**config.mk**
```make
export PLATFORM = sky130hd
export DESIGN_NAME = prefix_compressed_block_builder_top
export DESIGN_NICKNAME = d
export VERILOG_FILES = /design/src/rtl/pcbb_pkg.sv /design/src/rtl/pcbb_ram.sv /design/src/rtl/pcbb_alu.sv /design/src/rtl/pcbb_obuf.sv /design/src/rtl/prefix_compressed_block_builder_top.sv
export SDC_FILE = /design/constraint.sdc
export NUM_CORES = 1
export LEC_CHECK = 0
export ABC_AREA = 1
export BUFFER_PORTS_ARGS = -buffer_cell sky130_fd_sc_hd__clkbuf_2
export CAP_MARGIN = 5
export CELL_PAD_IN_SITES_DETAIL_PLACEMENT = 0
export CELL_PAD_IN_SITES_GLOBAL_PLACEMENT = 1
export CORE_ASPECT_RATIO = 0.75
export CORE_UTILIZATION = 28
export DETAILED_ROUTE_END_ITERATION = 8
export MAX_ROUTING_LAYER = met4
export PLACE_DENSITY_LB_ADDON = 0.1
export SKIP_CTS_REPAIR_TIMING = 1
export SYNTH_ARGS = -nofsm -noshare
export SYNTH_HDL_FRONTEND = slang
export SYNTH_SLANG_ARGS = --single-unit
```
**constraint.sdc**
```tcl
create_clock -name clk -period 5.9 [get_ports clk]
set_clock_uncertainty 0.15 [all_clocks]
set_input_delay 0.59 -clock clk [delete_from_list [all_inputs] [get_ports clk]]
set_output_delay 0.59 -clock clk [all_outputs]
set_load 0.1 [all_outputs]
```
**src/rtl/pcbb_pkg.sv**
```systemverilog
// ----------------------------------------------------------------------------
// Prefix-compressed block builder: package
// Sizes, codes and the types shared by the sequencer and its units.
// ----------------------------------------------------------------------------
package pcbb_pkg;

  localparam int MAX_KEY_BYTES = 32;
  localparam int MAX_RESTARTS  = 15;
  localparam int OFFSET_BITS   = 16;

  localparam int KEY_W     = (MAX_KEY_BYTES > 1) ? $clog2(MAX_KEY_BYTES) : 1;
  localparam int LEN_W     = $clog2(MAX_KEY_BYTES + 1);
  localparam int NB_W      = LEN_W + 1;
  localparam int RC_W      = $clog2(MAX_RESTARTS + 1);
  localparam int VLEN_W    = 14;
  localparam int INTV_W    = 11;
  localparam int ALU_W     = ((OFFSET_BITS > VLEN_W) ? OFFSET_BITS : VLEN_W) + 2;
  localparam int RAM_AW    = KEY_W + 1;
  localparam int RAM_DEPTH = 2 ** RAM_AW;
  localparam int IN_W      = 24;

  localparam logic [INTV_W-1:0] INTERVAL_RST = INTV_W'(16);

  // command codes
  localparam logic [1:0] CMD_KEY    = 2'd0;
  localparam logic [1:0] CMD_VALUE  = 2'd1;
  localparam logic [1:0] CMD_FINISH = 2'd2;
  localparam logic [1:0] CMD_UNUSED = 2'd3;

  // status codes
  localparam logic [1:0] STS_OK       = 2'd0;
  localparam logic [1:0] STS_KEY_LONG = 2'd1;
  localparam logic [1:0] STS_RESTARTS = 2'd2;
  localparam logic [1:0] STS_OFFSET   = 2'd3;

  typedef struct packed {
    logic [1:0] status;
    logic       last;
    logic [7:0] data;
  } beat_t;

  typedef struct packed {
    logic [ALU_W-1:0] sum;
    logic             eq;
  } alu_res_t;

endpackage

```
**src/rtl/pcbb_ram.sv**
```systemverilog
// ----------------------------------------------------------------------------
// Generic RAM
// One write port, one read port, registered read data.
// ----------------------------------------------------------------------------
module pcbb_ram #(
  parameter int WIDTH = 8,
  parameter int DEPTH = 64
) (
  input  logic                     clk,
  input  logic                     we,
  input  logic [$clog2(DEPTH)-1:0] waddr,
  input  logic [WIDTH-1:0]         wdata,
  input  logic [$clog2(DEPTH)-1:0] raddr,
  output logic [WIDTH-1:0]         rdata
);

  logic [WIDTH-1:0] mem [DEPTH];

  always_ff @(posedge clk) begin
    if (we) begin
      mem[waddr] <= wdata;
    end
    rdata <= mem[raddr];
  end

endmodule

```
**src/rtl/pcbb_alu.sv**
```systemverilog
// ----------------------------------------------------------------------------
// Prefix-compressed block builder: shared arithmetic unit
// One adder and one equality compare, time-shared by the sequencer.
// ----------------------------------------------------------------------------
module pcbb_alu (
  input  logic [pcbb_pkg::ALU_W-1:0] a,
  input  logic [pcbb_pkg::ALU_W-1:0] b,
  output pcbb_pkg::alu_res_t         res
);

  always_comb begin
    res.sum = a + b;
    res.eq  = (a == b);
  end

endmodule

```
**src/rtl/pcbb_obuf.sv**
```systemverilog
// ----------------------------------------------------------------------------
// Prefix-compressed block builder: output register
// Holds one beat for the master side; takes a new one as the old one leaves.
// ----------------------------------------------------------------------------
module pcbb_obuf (
  input  logic                clk,
  input  logic                rst,
  input  logic                push_valid,
  input  pcbb_pkg::beat_t     push_beat,
  output logic                push_ready,
  output logic                m_tvalid,
  input  logic                m_tready,
  output logic [7:0]          m_tdata,
  output logic                m_tlast,
  output logic [1:0]          m_tuser
);

  pcbb_pkg::beat_t beat;
  logic            valid;

  assign push_ready = !valid || m_tready;

  always_ff @(posedge clk) begin
    if (rst) begin
      valid <= 1'b0;
    end else if (push_valid && push_ready) begin
      valid <= 1'b1;
    end else if (m_tready) begin
      valid <= 1'b0;
    end
  end

  always_ff @(posedge clk) begin
    if (push_valid && push_ready) begin
      beat <= push_beat;
    end
  end

  assign m_tvalid = valid;
  assign m_tdata  = beat.data;
  assign m_tlast  = beat.last;
  assign m_tuser  = beat.status;

endmodule

```
**src/rtl/prefix_compressed_block_builder_top.sv**
```systemverilog
// ----------------------------------------------------------------------------
// Prefix-compressed block builder: top level
// Sequencer around one shared adder/compare unit, a two-bank key RAM and an
// output register.
//
//   channel  dir  tdata                                tuser     tlast
//   s_*      in   [7:0] data_byte, [21:8] value_length [1:0] cmd end_of_key
//   m_*      out  [7:0] out_byte                       [1:0] sts run_last
//   cfg_*    in   restart_interval, write only         -         -
//
// Key byte without end: compare; value byte: one beat; key past the limit: error.
// Key end: compare, header checks, header beats, a RAM read and a beat per suffix
// byte (adder shared by the checks), offset update; dropped at the end: error
// beat. Finish: one beat per trailer byte, 4 * (restart count + 1) bytes.
// Sync reset; no clearing pass. m_tready low stalls the sequencer at the
// next beat; s_tready is high only while the sequencer is idle.
// ----------------------------------------------------------------------------
module prefix_compressed_block_builder_top (
  input  logic                         clk,
  input  logic                         rst,
  input  logic                         cfg_wr_en,
  input  logic [pcbb_pkg::INTV_W-1:0]  cfg_wr_data,  // restart_interval
  input  logic                         s_tvalid,
  output logic                         s_tready,
  input  logic [pcbb_pkg::IN_W-1:0]    s_tdata,      // data_byte, value_length
  input  logic [1:0]                   s_tuser,      // command
  input  logic                         s_tlast,      // end_of_key
  output logic                         m_tvalid,
  input  logic                         m_tready,
  output logic [7:0]                   m_tdata,      // out_byte
  output logic [1:0]                   m_tuser,      // status
  output logic                         m_tlast       // run_last
);

  localparam logic [3:0] S_IDLE = 4'd0;
  localparam logic [3:0] S_KCMP = 4'd1;
  localparam logic [3:0] S_CHK  = 4'd2;
  localparam logic [3:0] S_OVF  = 4'd3;
  localparam logic [3:0] S_HDR  = 4'd4;
  localparam logic [3:0] S_SRD  = 4'd5;
  localparam logic [3:0] S_SEM  = 4'd6;
  localparam logic [3:0] S_BWUP = 4'd7;
  localparam logic [3:0] S_VAL  = 4'd8;
  localparam logic [3:0] S_ERR  = 4'd9;
  localparam logic [3:0] S_FIN  = 4'd10;

  localparam logic [pcbb_pkg::LEN_W-1:0] KEY_FULL = pcbb_pkg::LEN_W'(pcbb_pkg::MAX_KEY_BYTES);
  localparam logic [pcbb_pkg::RC_W-1:0]  RC_FULL  = pcbb_pkg::RC_W'(pcbb_pkg::MAX_RESTARTS);

  logic [3:0] st;

  // block state
  logic [pcbb_pkg::INTV_W-1:0]      interval;
  logic [pcbb_pkg::LEN_W-1:0]       cur_len;
  logic [pcbb_pkg::LEN_W-1:0]       prev_len;
  logic [pcbb_pkg::LEN_W-1:0]       shared;
  logic                             still;
  logic [pcbb_pkg::INTV_W-1:0]      ksr;
  logic [pcbb_pkg::RC_W-1:0]        rcount;
  logic [pcbb_pkg::OFFSET_BITS-1:0] bw;
  logic                             prev_bank;
  logic [pcbb_pkg::OFFSET_BITS-1:0] offs [pcbb_pkg::MAX_RESTARTS];

  // per-item work registers
  logic [7:0]                       byte_q;
  logic                             eok_q;
  logic [pcbb_pkg::VLEN_W-1:0]      vlen_q;
  logic [1:0]                       err_q;
  logic                             restart_q;
  logic [pcbb_pkg::LEN_W-1:0]       shr_q;
  logic [pcbb_pkg::LEN_W-1:0]       ns_q;
  logic [pcbb_pkg::NB_W-1:0]        nb_q;
  logic [pcbb_pkg::ALU_W-1:0]       acc;
  logic [1:0]                       hstep;
  logic [pcbb_pkg::LEN_W-1:0]       idx;
  logic [pcbb_pkg::RC_W-1:0]        widx;
  logic [1:0]                       bidx;

  // key RAM, bank bit on top
  logic                             ram_we;
  logic [pcbb_pkg::RAM_AW-1:0]      ram_waddr;
  logic [pcbb_pkg::RAM_AW-1:0]      ram_raddr;
  logic [7:0]                       ram_rdata;

  logic [pcbb_pkg::ALU_W-1:0]       alu_a;
  logic [pcbb_pkg::ALU_W-1:0]       alu_b;
  pcbb_pkg::alu_res_t               alu_res;

  logic                             push_valid;
  logic                             push_ready;
  pcbb_pkg::beat_t                  push_beat;
  logic                             fire;

  // end-of-key header figures
  logic                             restart_c;
  logic [pcbb_pkg::LEN_W-1:0]       shr_c;
  logic [pcbb_pkg::LEN_W-1:0]       ns_c;
  logic                             vbig;
  logic [pcbb_pkg::NB_W-1:0]        nb_c;
  logic                             match;
  logic                             sfx_last;
  logic                             hdr_last;
  logic [31:0]                      tword;
  logic [pcbb_pkg::OFFSET_BITS-1:0] off_rd;

  assign s_tready = (st == S_IDLE);
  assign fire     = push_valid && push_ready;

  assign restart_c = (ksr >= interval);
  assign shr_c     = restart_c ? '0 : shared;
  assign ns_c      = cur_len - shr_c;
  assign vbig      = |vlen_q[pcbb_pkg::VLEN_W-1:7];
  assign nb_c      = pcbb_pkg::NB_W'(ns_c) + pcbb_pkg::NB_W'(3) + pcbb_pkg::NB_W'(vbig);
  assign match     = still && (cur_len < prev_len) && alu_res.eq;
  assign sfx_last  = (pcbb_pkg::LEN_W'(idx + 1'b1) == cur_len);
  assign hdr_last  = (ns_q == '0) && (((hstep == 2'd2) && !vbig) || (hstep == 2'd3));

  // entry zero of the restart list is always offset zero
  assign off_rd = (widx == '0 || widx >= RC_FULL) ? '0 : offs[widx];
  assign tword  = (widx == rcount) ? 32'(rcount) : 32'(off_rd);

  // key RAM ports
  always_comb begin
    ram_we    = (st == S_IDLE) && s_tvalid && (s_tuser == pcbb_pkg::CMD_KEY) &&
                (cur_len != KEY_FULL);
    ram_waddr = {~prev_bank, cur_len[pcbb_pkg::KEY_W-1:0]};
    if (st == S_SRD || st == S_SEM) begin
      ram_raddr = {~prev_bank, idx[pcbb_pkg::KEY_W-1:0]};
    end else begin
      ram_raddr = {prev_bank, cur_len[pcbb_pkg::KEY_W-1:0]};
    end
  end

  pcbb_ram #(
    .WIDTH(8),
    .DEPTH(pcbb_pkg::RAM_DEPTH)
  ) u_key_ram (
    .clk  (clk),
    .we   (ram_we),
    .waddr(ram_waddr),
    .wdata(s_tdata[7:0]),
    .raddr(ram_raddr),
    .rdata(ram_rdata)
  );

  // operand select for the shared unit
  always_comb begin
    unique case (st)
      S_KCMP: begin
        alu_a = pcbb_pkg::ALU_W'(ram_rdata);
        alu_b = pcbb_pkg::ALU_W'(byte_q);
      end
      S_CHK: begin
        alu_a = pcbb_pkg::ALU_W'(vlen_q);
        alu_b = pcbb_pkg::ALU_W'(nb_c);
      end
      S_OVF: begin
        alu_a = pcbb_pkg::ALU_W'(bw);
        alu_b = acc;
      end
      S_VAL: begin
        alu_a = pcbb_pkg::ALU_W'(bw);
        alu_b = pcbb_pkg::ALU_W'(1);
      end
      S_BWUP: begin
        alu_a = pcbb_pkg::ALU_W'(bw);
        alu_b = pcbb_pkg::ALU_W'(nb_q);
      end
      default: begin
        alu_a = '0;
        alu_b = '0;
      end
    endcase
  end

  pcbb_alu u_alu (
    .a  (alu_a),
    .b  (alu_b),
    .res(alu_res)
  );

  // beat to the output register
  always_comb begin
    push_valid       = 1'b0;
    push_beat.data   = 8'h00;
    push_beat.last   = 1'b0;
    push_beat.status = pcbb_pkg::STS_OK;
    unique case (st)
      S_ERR: begin
        push_valid       = 1'b1;
        push_beat.last   = 1'b1;
        push_beat.status = err_q;
      end
      S_HDR: begin
        push_valid     = 1'b1;
        push_beat.last = hdr_last;
        unique case (hstep)
          2'd0:    push_beat.data = 8'(shr_q);
          2'd1:    push_beat.data = 8'(ns_q);
          2'd2:    push_beat.data = {vbig, vlen_q[6:0]};
          default: push_beat.data = 8'(vlen_q[pcbb_pkg::VLEN_W-1:7]);
        endcase
      end
      S_SEM: begin
        push_valid     = 1'b1;
        push_beat.data = ram_rdata;
        push_beat.last = sfx_last;
      end
      S_VAL: begin
        push_valid     = 1'b1;
        push_beat.data = byte_q;
        push_beat.last = 1'b1;
      end
      S_FIN: begin
        push_valid     = 1'b1;
        push_beat.data = tword[8*bidx +: 8];
        push_beat.last = (widx == rcount) && (bidx == 2'd3);
      end
      default: begin
        push_valid = 1'b0;
      end
    endcase
  end

  pcbb_obuf u_obuf (
    .clk       (clk),
    .rst       (rst),
    .push_valid(push_valid),
    .push_beat (push_beat),
    .push_ready(push_ready),
    .m_tvalid  (m_tvalid),
    .m_tready  (m_tready),
    .m_tdata   (m_tdata),
    .m_tlast   (m_tlast),
    .m_tuser   (m_tuser)
  );

  always_ff @(posedge clk) begin
    if (rst) begin
      interval <= pcbb_pkg::INTERVAL_RST;
    end else if (cfg_wr_en) begin
      interval <= cfg_wr_data;
    end
  end

  // item fields and restart offsets
  always_ff @(posedge clk) begin
    if (st == S_IDLE && s_tvalid) begin
      byte_q <= s_tdata[7:0];
      eok_q  <= s_tlast;
      vlen_q <= s_tdata[8 +: pcbb_pkg::VLEN_W];
    end
    if (st == S_BWUP && restart_q) begin
      offs[rcount] <= bw;
    end
  end

  // sequencer
  always_ff @(posedge clk) begin
    if (rst) begin
      st        <= S_IDLE;
      cur_len   <= '0;
      prev_len  <= '0;
      shared    <= '0;
      still     <= 1'b1;
      ksr       <= '0;
      rcount    <= pcbb_pkg::RC_W'(1);
      bw        <= '0;
      prev_bank <= 1'b0;
      err_q     <= pcbb_pkg::STS_OK;
      restart_q <= 1'b0;
      shr_q     <= '0;
      ns_q      <= '0;
      nb_q      <= '0;
      acc       <= '0;
      hstep     <= '0;
      idx       <= '0;
      widx      <= '0;
      bidx      <= '0;
    end else begin
      unique case (st)
        S_IDLE: begin
          if (s_tvalid) begin
            unique case (s_tuser)
              pcbb_pkg::CMD_KEY: begin
                if (cur_len == KEY_FULL) begin
                  err_q   <= pcbb_pkg::STS_KEY_LONG;
                  cur_len <= '0;
                  shared  <= '0;
                  still   <= 1'b1;
                  st      <= S_ERR;
                end else begin
                  st <= S_KCMP;
                end
              end
              pcbb_pkg::CMD_VALUE: begin
                if (&bw) begin
                  err_q <= pcbb_pkg::STS_OFFSET;
                  st    <= S_ERR;
                end else begin
                  st <= S_VAL;
                end
              end
              pcbb_pkg::CMD_FINISH: begin
                widx <= '0;
                bidx <= '0;
                st   <= S_FIN;
              end
              default: begin
                st <= S_IDLE;
              end
            endcase
          end
        end
        S_KCMP: begin
          // RAM now holds the previous key byte at this position
          cur_len <= cur_len + 1'b1;
          shared  <= shared + pcbb_pkg::LEN_W'(match);
          still   <= match;
          st      <= eok_q ? S_CHK : S_IDLE;
        end
        S_CHK: begin
          restart_q <= restart_c;
          shr_q     <= shr_c;
          ns_q      <= ns_c;
          nb_q      <= nb_c;
          acc       <= alu_res.sum;
          if (restart_c && rcount >= RC_FULL) begin
            err_q   <= pcbb_pkg::STS_RESTARTS;
            cur_len <= '0;
            shared  <= '0;
            still   <= 1'b1;
            st      <= S_ERR;
          end else begin
            st <= S_OVF;
          end
        end
        S_OVF: begin
          if (|alu_res.sum[pcbb_pkg::ALU_W-1:pcbb_pkg::OFFSET_BITS]) begin
            err_q   <= pcbb_pkg::STS_OFFSET;
            cur_len <= '0;
            shared  <= '0;
            still   <= 1'b1;
            st      <= S_ERR;
          end else begin
            hstep <= 2'd0;
            st    <= S_HDR;
          end
        end
        S_HDR: begin
          if (fire) begin
            if (hdr_last) begin
              st <= S_BWUP;
            end else if (hstep == 2'd3 || (hstep == 2'd2 && !vbig)) begin
              idx <= shr_q;
              st  <= S_SRD;
            end else begin
              hstep <= hstep + 2'd1;
            end
          end
        end
        S_SRD: begin
          st <= S_SEM;
        end
        S_SEM: begin
          if (fire) begin
            idx <= idx + 1'b1;
            st  <= sfx_last ? S_BWUP : S_SRD;
          end
        end
        S_BWUP: begin
          // header and suffix bytes are added to the block offset here; value bytes in S_VAL
          bw        <= alu_res.sum[pcbb_pkg::OFFSET_BITS-1:0];
          prev_len  <= cur_len;
          prev_bank <= ~prev_bank;
          if (restart_q) begin
            rcount <= rcount + 1'b1;
            ksr    <= pcbb_pkg::INTV_W'(1);
          end else begin
            ksr <= ksr + 1'b1;
          end
          cur_len <= '0;
          shared  <= '0;
          still   <= 1'b1;
          st      <= S_IDLE;
        end
        S_VAL: begin
          if (fire) begin
            bw <= alu_res.sum[pcbb_pkg::OFFSET_BITS-1:0];
            st <= S_IDLE;
          end
        end
        S_ERR: begin
          if (fire) begin
            st <= S_IDLE;
          end
        end
        S_FIN: begin
          if (fire) begin
            if (bidx == 2'd3) begin
              bidx <= 2'd0;
              if (widx == rcount) begin
                prev_len <= '0;
                ksr      <= '0;
                rcount   <= pcbb_pkg::RC_W'(1);
                bw       <= '0;
                cur_len  <= '0;
                shared   <= '0;
                still    <= 1'b1;
                st       <= S_IDLE;
              end else begin
                widx <= widx + 1'b1;
              end
            end else begin
              bidx <= bidx + 2'd1;
            end
          end
        end
        default: begin
          st <= S_IDLE;
        end
      endcase
    end
  end

endmodule

```
=== Yosys cells after proc, flatten, opt, wreduce, memory -nomap -nowiden ===
Memories as Yosys holds them, arrays and structs flattened. A register that Yosys moved wholly into a read port is not among the register bits.
Index checks and enable logic that the tools add are counted.

* Memories kept: 2
* Bits in registers: 155
* Output and inout bits: 13
* Bits in writable memories: 752

* Equal/unequal tests: 44
* Bitwise operators: 1
* Shift-type cells: 1
* Reduce and logical (&&, ||, !) cells: 46
* Magnitude comparators: 4
* Mux-type cells: 98
* $add $sub $neg: 12

{| class="wikitable"
|+ Memories
! name !! words !! bits a word !! rd ports !! clocked after memory_dff !! write ports !! line !! text
|-
| u_key_ram.mem || 64 || 8 || 1 || 1 || 1 || pcbb_ram.sv:17 || <nowiki>logic [WIDTH-1:0] mem [DEPTH];</nowiki>
|-
| offs || 15 || 16 || 1 || 1 || 1 || prefix_compressed_block_builder_top.sv:62 || <nowiki>logic [pcbb_pkg::OFFSET_BITS-1:0] offs [pcbb_pkg::MAX_RESTARTS];</nowiki>
|}

{| class="wikitable"
|+ Operator list
! kind !! count
|-
| $mux W16 || 6
|-
| $pmux W16 S3 || 2
|-
| $mux W4 || 23
|-
| $pmux W18 S5 || 1
|-
| $mux W6 || 14
|-
| $pmux W6 S6 || 2
|-
| $mux W11 || 4
|-
| $pmux W4 S9 || 1
|-
| $pmux W8 S4 || 1
|-
| $shiftx A32 B6 Y8 || 1
|-
| $mux W2 || 15
|-
| $ne A2 B2 Y1 const B || 15
|-
| $pmux W6 S2 || 2
|-
| $pmux W8 S3 || 1
|-
| $pmux W11 S2 || 1
|-
| $reduce_and A5 Y1 || 4
|-
| $add A16 B18 Y18 || 1
|-
| $eq A16 B18 Y1 || 1
|-
| $eq A4 B3 Y1 const B || 4
|-
| $mux W1 || 16
|-
| $pmux W4 S2 || 2
|-
| $reduce_and A16 Y1 || 1
|-
| $add A6 B1 Y6 const B || 2
|-
| $eq A4 B4 Y1 const B || 3
|-
| 46 further kinds || 83
|}

=== Depth between registers and ports, before layout ===
* Depth in word-level cells: 10
* Mapped depth: 39

=== Hierarchy ===
Synthesis repeated with hierarchy kept, for this count alone.

* Cell total of the unflattened synthesis: 3,926
* Area, all modules: 40,660.2 um^2

{| class="wikitable"
|+ By module, submodules not included
! module !! times used !! cells each !! area each (um^2)
|-
| pcbb_ram || 1 || 1,822 || 21,291.7
|-
| prefix_compressed_block_builder_top || 1 || 1,901 || 17,976.0
|-
| pcbb_alu || 1 || 186 || 1,014.7
|-
| pcbb_obuf || 1 || 17 || 377.9
|}

=== Worst setup path after synthesis ===
OpenSTA, ideal clock, no wires.

* Kind: flip-flop to flip-flop
* From: register ksr[0] in the netlist's numbering
* To: register still
* Path slack: 1.180 ns
* Cell stages (with the launch flop): 36
* Arrival time: 4.441 ns
* Period minus slack after synthesis: 4.720 ns
* Buffers on the path: 2
* Path through: dfxtp_1 > inv_1 > ha_1 > inv_1 > a21boi_0 > o21ai_0 > nand2_1 > nand2_1 > nand2_1 > inv_1 > nand2_1 > inv_1 > ha_1 > fa_1 > ha_1 > nor2_1 > inv_1 > nor3_1 > nor2_1 > nand2_1 > o2111ai_1 > ha_1 > buf_2 > a21oi_1 > nand2_1 > nand2_1 > nand3_1 > nand2_1 > nand2_1 > nand2_1 > nand2_1 > nand3_1 > nand3_1 > buf_4 > nand2_1 > nand3_1

* Cells in the longest elaborated chain, start to end: 10
* Elaborated cells on any way between the ends: 15

{| class="wikitable"
|+ Ends and longest elaborated chain
! what !! line !! text
|-
| from (decl) || prefix_compressed_block_builder_top.sv:58 || <nowiki>logic [pcbb_pkg::INTV_W-1:0] ksr;</nowiki>
|-
| from (signal assigned) || prefix_compressed_block_builder_top.sv:378 || <nowiki>ksr <= pcbb_pkg::INTV_W'(1);</nowiki>
|-
| from (signal assigned) || prefix_compressed_block_builder_top.sv:380 || <nowiki>ksr <= ksr + 1'b1;</nowiki>
|-
| $ge A11 B11 Y1 (*) || prefix_compressed_block_builder_top.sv:109 || <nowiki>assign restart_c = (ksr >= interval);</nowiki>
|-
| $mux W6 (*) || prefix_compressed_block_builder_top.sv:110 || <nowiki>assign shr_c = restart_c ? '0 : shared;</nowiki>
|-
| named net shr_c (one bit) || prefix_compressed_block_builder_top.sv:96 || <nowiki>logic [pcbb_pkg::LEN_W-1:0] shr_c;</nowiki>
|-
| $sub A6 B6 Y6 (*) || prefix_compressed_block_builder_top.sv:111 || <nowiki>assign ns_c = cur_len - shr_c;</nowiki>
|-
| $add A6 B2 Y7 (*) || prefix_compressed_block_builder_top.sv:113 || <nowiki>assign nb_c = pcbb_pkg::NB_W'(ns_c) + pcbb_pkg::NB_W'(3) + pcbb_pkg::NB_W'(vbig);</nowiki>
|-
| $add A7 B1 Y7 (*) || prefix_compressed_block_builder_top.sv:113 ||
|-
| $pmux W18 S5 (*) || prefix_compressed_block_builder_top.sv:148 || <nowiki>unique case (st)</nowiki>
|-
| $add A16 B18 Y18 || pcbb_alu.sv:12 || <nowiki>res.sum = a + b;</nowiki>
|-
| $reduce_or A2 Y1 || prefix_compressed_block_builder_top.sv:339 || <nowiki>if (|alu_res.sum[pcbb_pkg::ALU_W-1:pcbb_pkg::OFFSET_BITS]) begin</nowiki>
|-
| $ne A2 B2 Y1 (no line) || -- ||
|-
| $reduce_and A9 Y1 (no line) || -- ||
|-
| to (signal assigned) || prefix_compressed_block_builder_top.sv:319 || <nowiki>still <= match;</nowiki>
|-
| to (decl) || prefix_compressed_block_builder_top.sv:57 || <nowiki>logic still;</nowiki>
|}

The timed path passes the listed nets; every way through them passes the cells marked *.
A chain may end at the register's enable or synchronous reset.

=== Worst setup path after layout ===
* From: register ksr[0] in the netlist's numbering
* To: register shared[0] in the netlist's numbering

* Cells in the longest elaborated chain, start to end: 10
* Elaborated cells on any way between the ends: 16

{| class="wikitable"
|+ Ends and longest elaborated chain
! what !! line !! text
|-
| $ge A11 B11 Y1 (*) || prefix_compressed_block_builder_top.sv:109 ||
|-
| $mux W6 (*) || prefix_compressed_block_builder_top.sv:110 ||
|-
| named net shr_c (one bit) || prefix_compressed_block_builder_top.sv:96 ||
|-
| $sub A6 B6 Y6 (*) || prefix_compressed_block_builder_top.sv:111 ||
|-
| $add A6 B2 Y7 (*) || prefix_compressed_block_builder_top.sv:113 ||
|-
| $add A7 B1 Y7 (*) || prefix_compressed_block_builder_top.sv:113 ||
|-
| $pmux W18 S5 (*) || prefix_compressed_block_builder_top.sv:148 ||
|-
| $add A16 B18 Y18 or $eq A16 B18 Y1 (tied branches) || pcbb_alu.sv:12, pcbb_alu.sv:13 ||
|-
| $reduce_or A2 Y1 or $logic_and A1 B1 Y1 (tied branches) || prefix_compressed_block_builder_top.sv:339, prefix_compressed_block_builder_top.sv:114 ||
|-
| $ne A2 B2 Y1 (no line) or $add A6 B1 Y6 (tied branches) || -- ||
|-
| $reduce_and A9 Y1 (no line) or $pmux W6 S6 (tied branches) || -- ||
|-
| to (signal assigned) || prefix_compressed_block_builder_top.sv:318 || <nowiki>shared <= shared + pcbb_pkg::LEN_W'(match);</nowiki>
|-
| to (decl) || prefix_compressed_block_builder_top.sv:56 || <nowiki>logic [pcbb_pkg::LEN_W-1:0] shared;</nowiki>
|}

Marked as above.

==> flow_summary.ini <==
[clocking]
cts.path.max_buffers = 3
cts_root_buf = clkbuf_16
clock_sinks = 919
numCtsBuffers = 102
clock_latency_ns = 0.73
clk_pin_slew_worst_paths_ns = 0.06
cts_tree = yes
htreeDepth = 3

[place]
dpl.hpwl_um = 86600
place_area_um2 = 44500
gp_congestion = 0.838
place_ws_ns = 0.199
numPortBuffers = 53

[power_and_ir_drop]
power.leakage_nw = 18.6
p_per_area_nw_per_um2 = 331
irDropWorstVdd_mv = 0.208

[layout]
fill_cells = 15365
fin_util = 0.325
nets = 4425
fin_area_um2 = 48000
layout-drive-gt1-share = 0.0791
area_growth_syn_to_layout_pct = 15.0

[timing]
setup_tns_ns = 0
fin_crit_ns = 5.36
worst_slack_ns = 0.540
relSlewSlack = 0.200
fin_hold_ws_ns = 0.0148
setup_viol_count_final = 0
maxSlewViolCount = 0
hold_viol_final = 0
worst_pin_slew_ns = 1.20
max_freq_mhz = 187
grt_setup_unrepaired = no
finalCritPeriodShare = 0.908

[die]
chipWidth_um = 448
core_um2 = 148000
ios = 56
dieArea_um2 = 151000
num_rows = 122
die_h_um = 336
initial_core_util = 0.282

[detailed_routing]
drc = 0
ant_nets = 0
dr_total_vias = 29523
drt_iter0_drc = 2324
wire_per_inst_um = 21.8
drt_pre_antenna_iters = 7
routed_wl_um = 139000
viasPerCell = 4.62

[grt]
grt_pass1_wl_um = 202000
grtUsageTotal = 0.189
grt_busiest_layer = met1
grt_max_degree = 84
gr-usage-met2 = 0.259
grt_overflow = 0
grt_pass1_vias = 28089
grt_use_met3 = 0.0306
antenna_found_initial = 3
use_met1 = 0.291

[logic_synthesis]
synthesis.area_um2 = 41700
synth_warnings = 0
async_flop_share = 0
ys_ff_latch = 919
synth_edf_count = 786
synth.avg_cell_area_um2 = 9.79
yosysSeqAreaShare = 0.629
synthCells = 4262
synth.net_count = 4367
synth_ff_type = edfxtp_1
synth_cell_types = 51

[critical_path]
end_kind = register
path_class = reg2reg
cp_max_fo = 13
cp_slowest_cell = fa_1
crit_arrival_ns = 5.85
critical_path_required_ns = 6.39
startpoint_type = register
reg2reg_depth = 37
cp_common_cell = nand2_1
cp_slowest_stage_delay_ns = 0.40

[outcome]
status = finished, final reports clean

[flow_run]
maxCapViolCount = 0

[worst_hold_path]
hp-class = in2reg
whs_path_depth = 3
final timing paths:
check                 start     endpoint  slack, ns
min reg2reg         acc[17]      acc[17]       0.30
max                  ksr[0]    shared[0]       0.54
min          cfg_wr_data[7]  interval[7]       0.01
max reg2reg          ksr[0]    shared[0]       0.54
per-layer routing:
metal,up-vias,share of wire
met4,0,0.014
met3,148,0.047
li1,14431,-
met5,-,0
met2,571,0.41
met1,14373,0.53
placed cells by master, fill, tap and decap left out, types with 11 or more instances in the layout:
cell type,synthesis,layout
nand2_1,900,898
edfxtp_1,786,786
inv_1,648,646
nand3_1,640,637
nor2_1,275,260
a21oi_1,173,172
dfxtp_1,133,131
o21ai_0,121,120
clkbuf_16,0,103
buf_4,9,88
ha_1,60,58
clkbuf_2,0,44
nand3b_1,42,42
nor3_1,42,38
clkinv_1,6,27
clkbuf_1,98,24
nand4_1,22,22
clkinv_2,0,21
dlygate4sd3_1,0,21
nor2_2,5,20
o211ai_1,20,20
o311ai_0,20,20
xor2_1,19,19
a221oi_1,14,14
a211oi_1,12,12
o22ai_1,11,11
o31ai_1,11,11
state kept, by name, indices dropped and copies added, names as in the netlist, 7 cells and up, named ones only:
name / count
offs: 240
vlen_q: 14
byte_q: 8
u_key_ram.mem: 512
interval: 11
u_obuf.m_tdata: 8
ksr: 11
nb_q: 7
acc: 18
u_key_ram.rdata: 8
bw: 16
where the power goes:
part / internal, mW / switching [mW] / leakage, nW / total [mW]
combinational: 0.547 / 1.62 / 9.18 / 2.17
sequential: 7.19 / 0.131 / 7.86 / 7.32
clock: 3.60 / 2.79 / 1.58 / 6.39
total: 11.3 / 4.54 / 18.6 / 15.9
cell type report:
| cell class | count | area [um2] | area share |
|---|---|---|---|
| diodes | 4 | 10.0 | 0.000209 |
| multi-input cells | 2471 | 12200 | 0.255 |
| repair buffers | 164 | 1280 | 0.0267 |
| inverters | 662 | 2490 | 0.0518 |
| well taps | 1984 | 2480 | 0.0517 |
| clock buffers | 127 | 2670 | 0.0556 |
| clock inverters | 59 | 559 | 0.0117 |
| flip-flops and latches | 919 | 26300 | 0.547 |
per-stage QoR:
stage / power [mW] / cells
finish: 15.9 / 6390
global route: 16.5 / 6387
CTS: 16.1 / 6365
detailed placement: 9.63 / 6179
global placement: 9.64 / 6179
floorplan: 8.73 / 4262
Yosys cell counts (6+ instances only):
| cell type | number | share of area |
|---|---|---|
| buf_4 | 9 | 0.0016 |
| edfxtp_1 | 786 | 0.57 |
| o211ai_1 | 20 | 0.0036 |
| inv_2 | 8 | 0.00072 |
| a21oi_1 | 173 | 0.021 |
| ha_1 | 60 | 0.018 |
| buf_1 | 23 | 0.0021 |
| nand4_1 | 22 | 0.0033 |
| a31oi_1 | 8 | 0.0012 |
| dfxtp_1 | 133 | 0.064 |
| nand2_1 | 900 | 0.081 |
| o311ai_0 | 20 | 0.0042 |
| nor2_1 | 275 | 0.025 |
| nand3_1 | 640 | 0.077 |
| clkinv_1 | 6 | 0.00054 |
| a211oi_1 | 12 | 0.0022 |
| xor2_1 | 19 | 0.0040 |
| a22oi_1 | 7 | 0.0013 |
| buf_2 | 79 | 0.0095 |
| a221oi_1 | 14 | 0.0029 |
| o21ai_0 | 121 | 0.015 |
| clkbuf_1 | 98 | 0.0088 |
| o31ai_1 | 11 | 0.0020 |
| nand3b_1 | 42 | 0.0076 |
| nor4_1 | 10 | 0.0015 |
| o22ai_1 | 11 | 0.0016 |
| inv_1 | 648 | 0.058 |
| nor3_1 | 42 | 0.0050 |
| xnor2_1 | 11 | 0.0023 |
cell families (layout without fill, tap and decap cells):
group | after synthesis | after routing | synth area share
and+or+nand+nor | 1954 | 1954 | 0.204
DFF | 919 | 919 | 0.629
buffers and inverters | 872 | 1012 | 0.0818
AOI/OAI and AO/OA | 424 | 424 | 0.0593
adders and majority gates | 62 | 62 | 0.0189
xor gates and xnor gates | 31 | 31 | 0.00683
other | 0 | 4 | 0
worst max-delay path: cells and delay by family, from the launching register on:
kind / cells / cell delay (ns)
xor+xnor: 1 / 0.16
simple gates: 19 / 2.01
buf+inv: 8 / 0.70
flops: 1 / 0.38
fa+ha+maj: 4 / 1.24
compound gates: 5 / 0.60
Power figures use the tool's default switching activity.
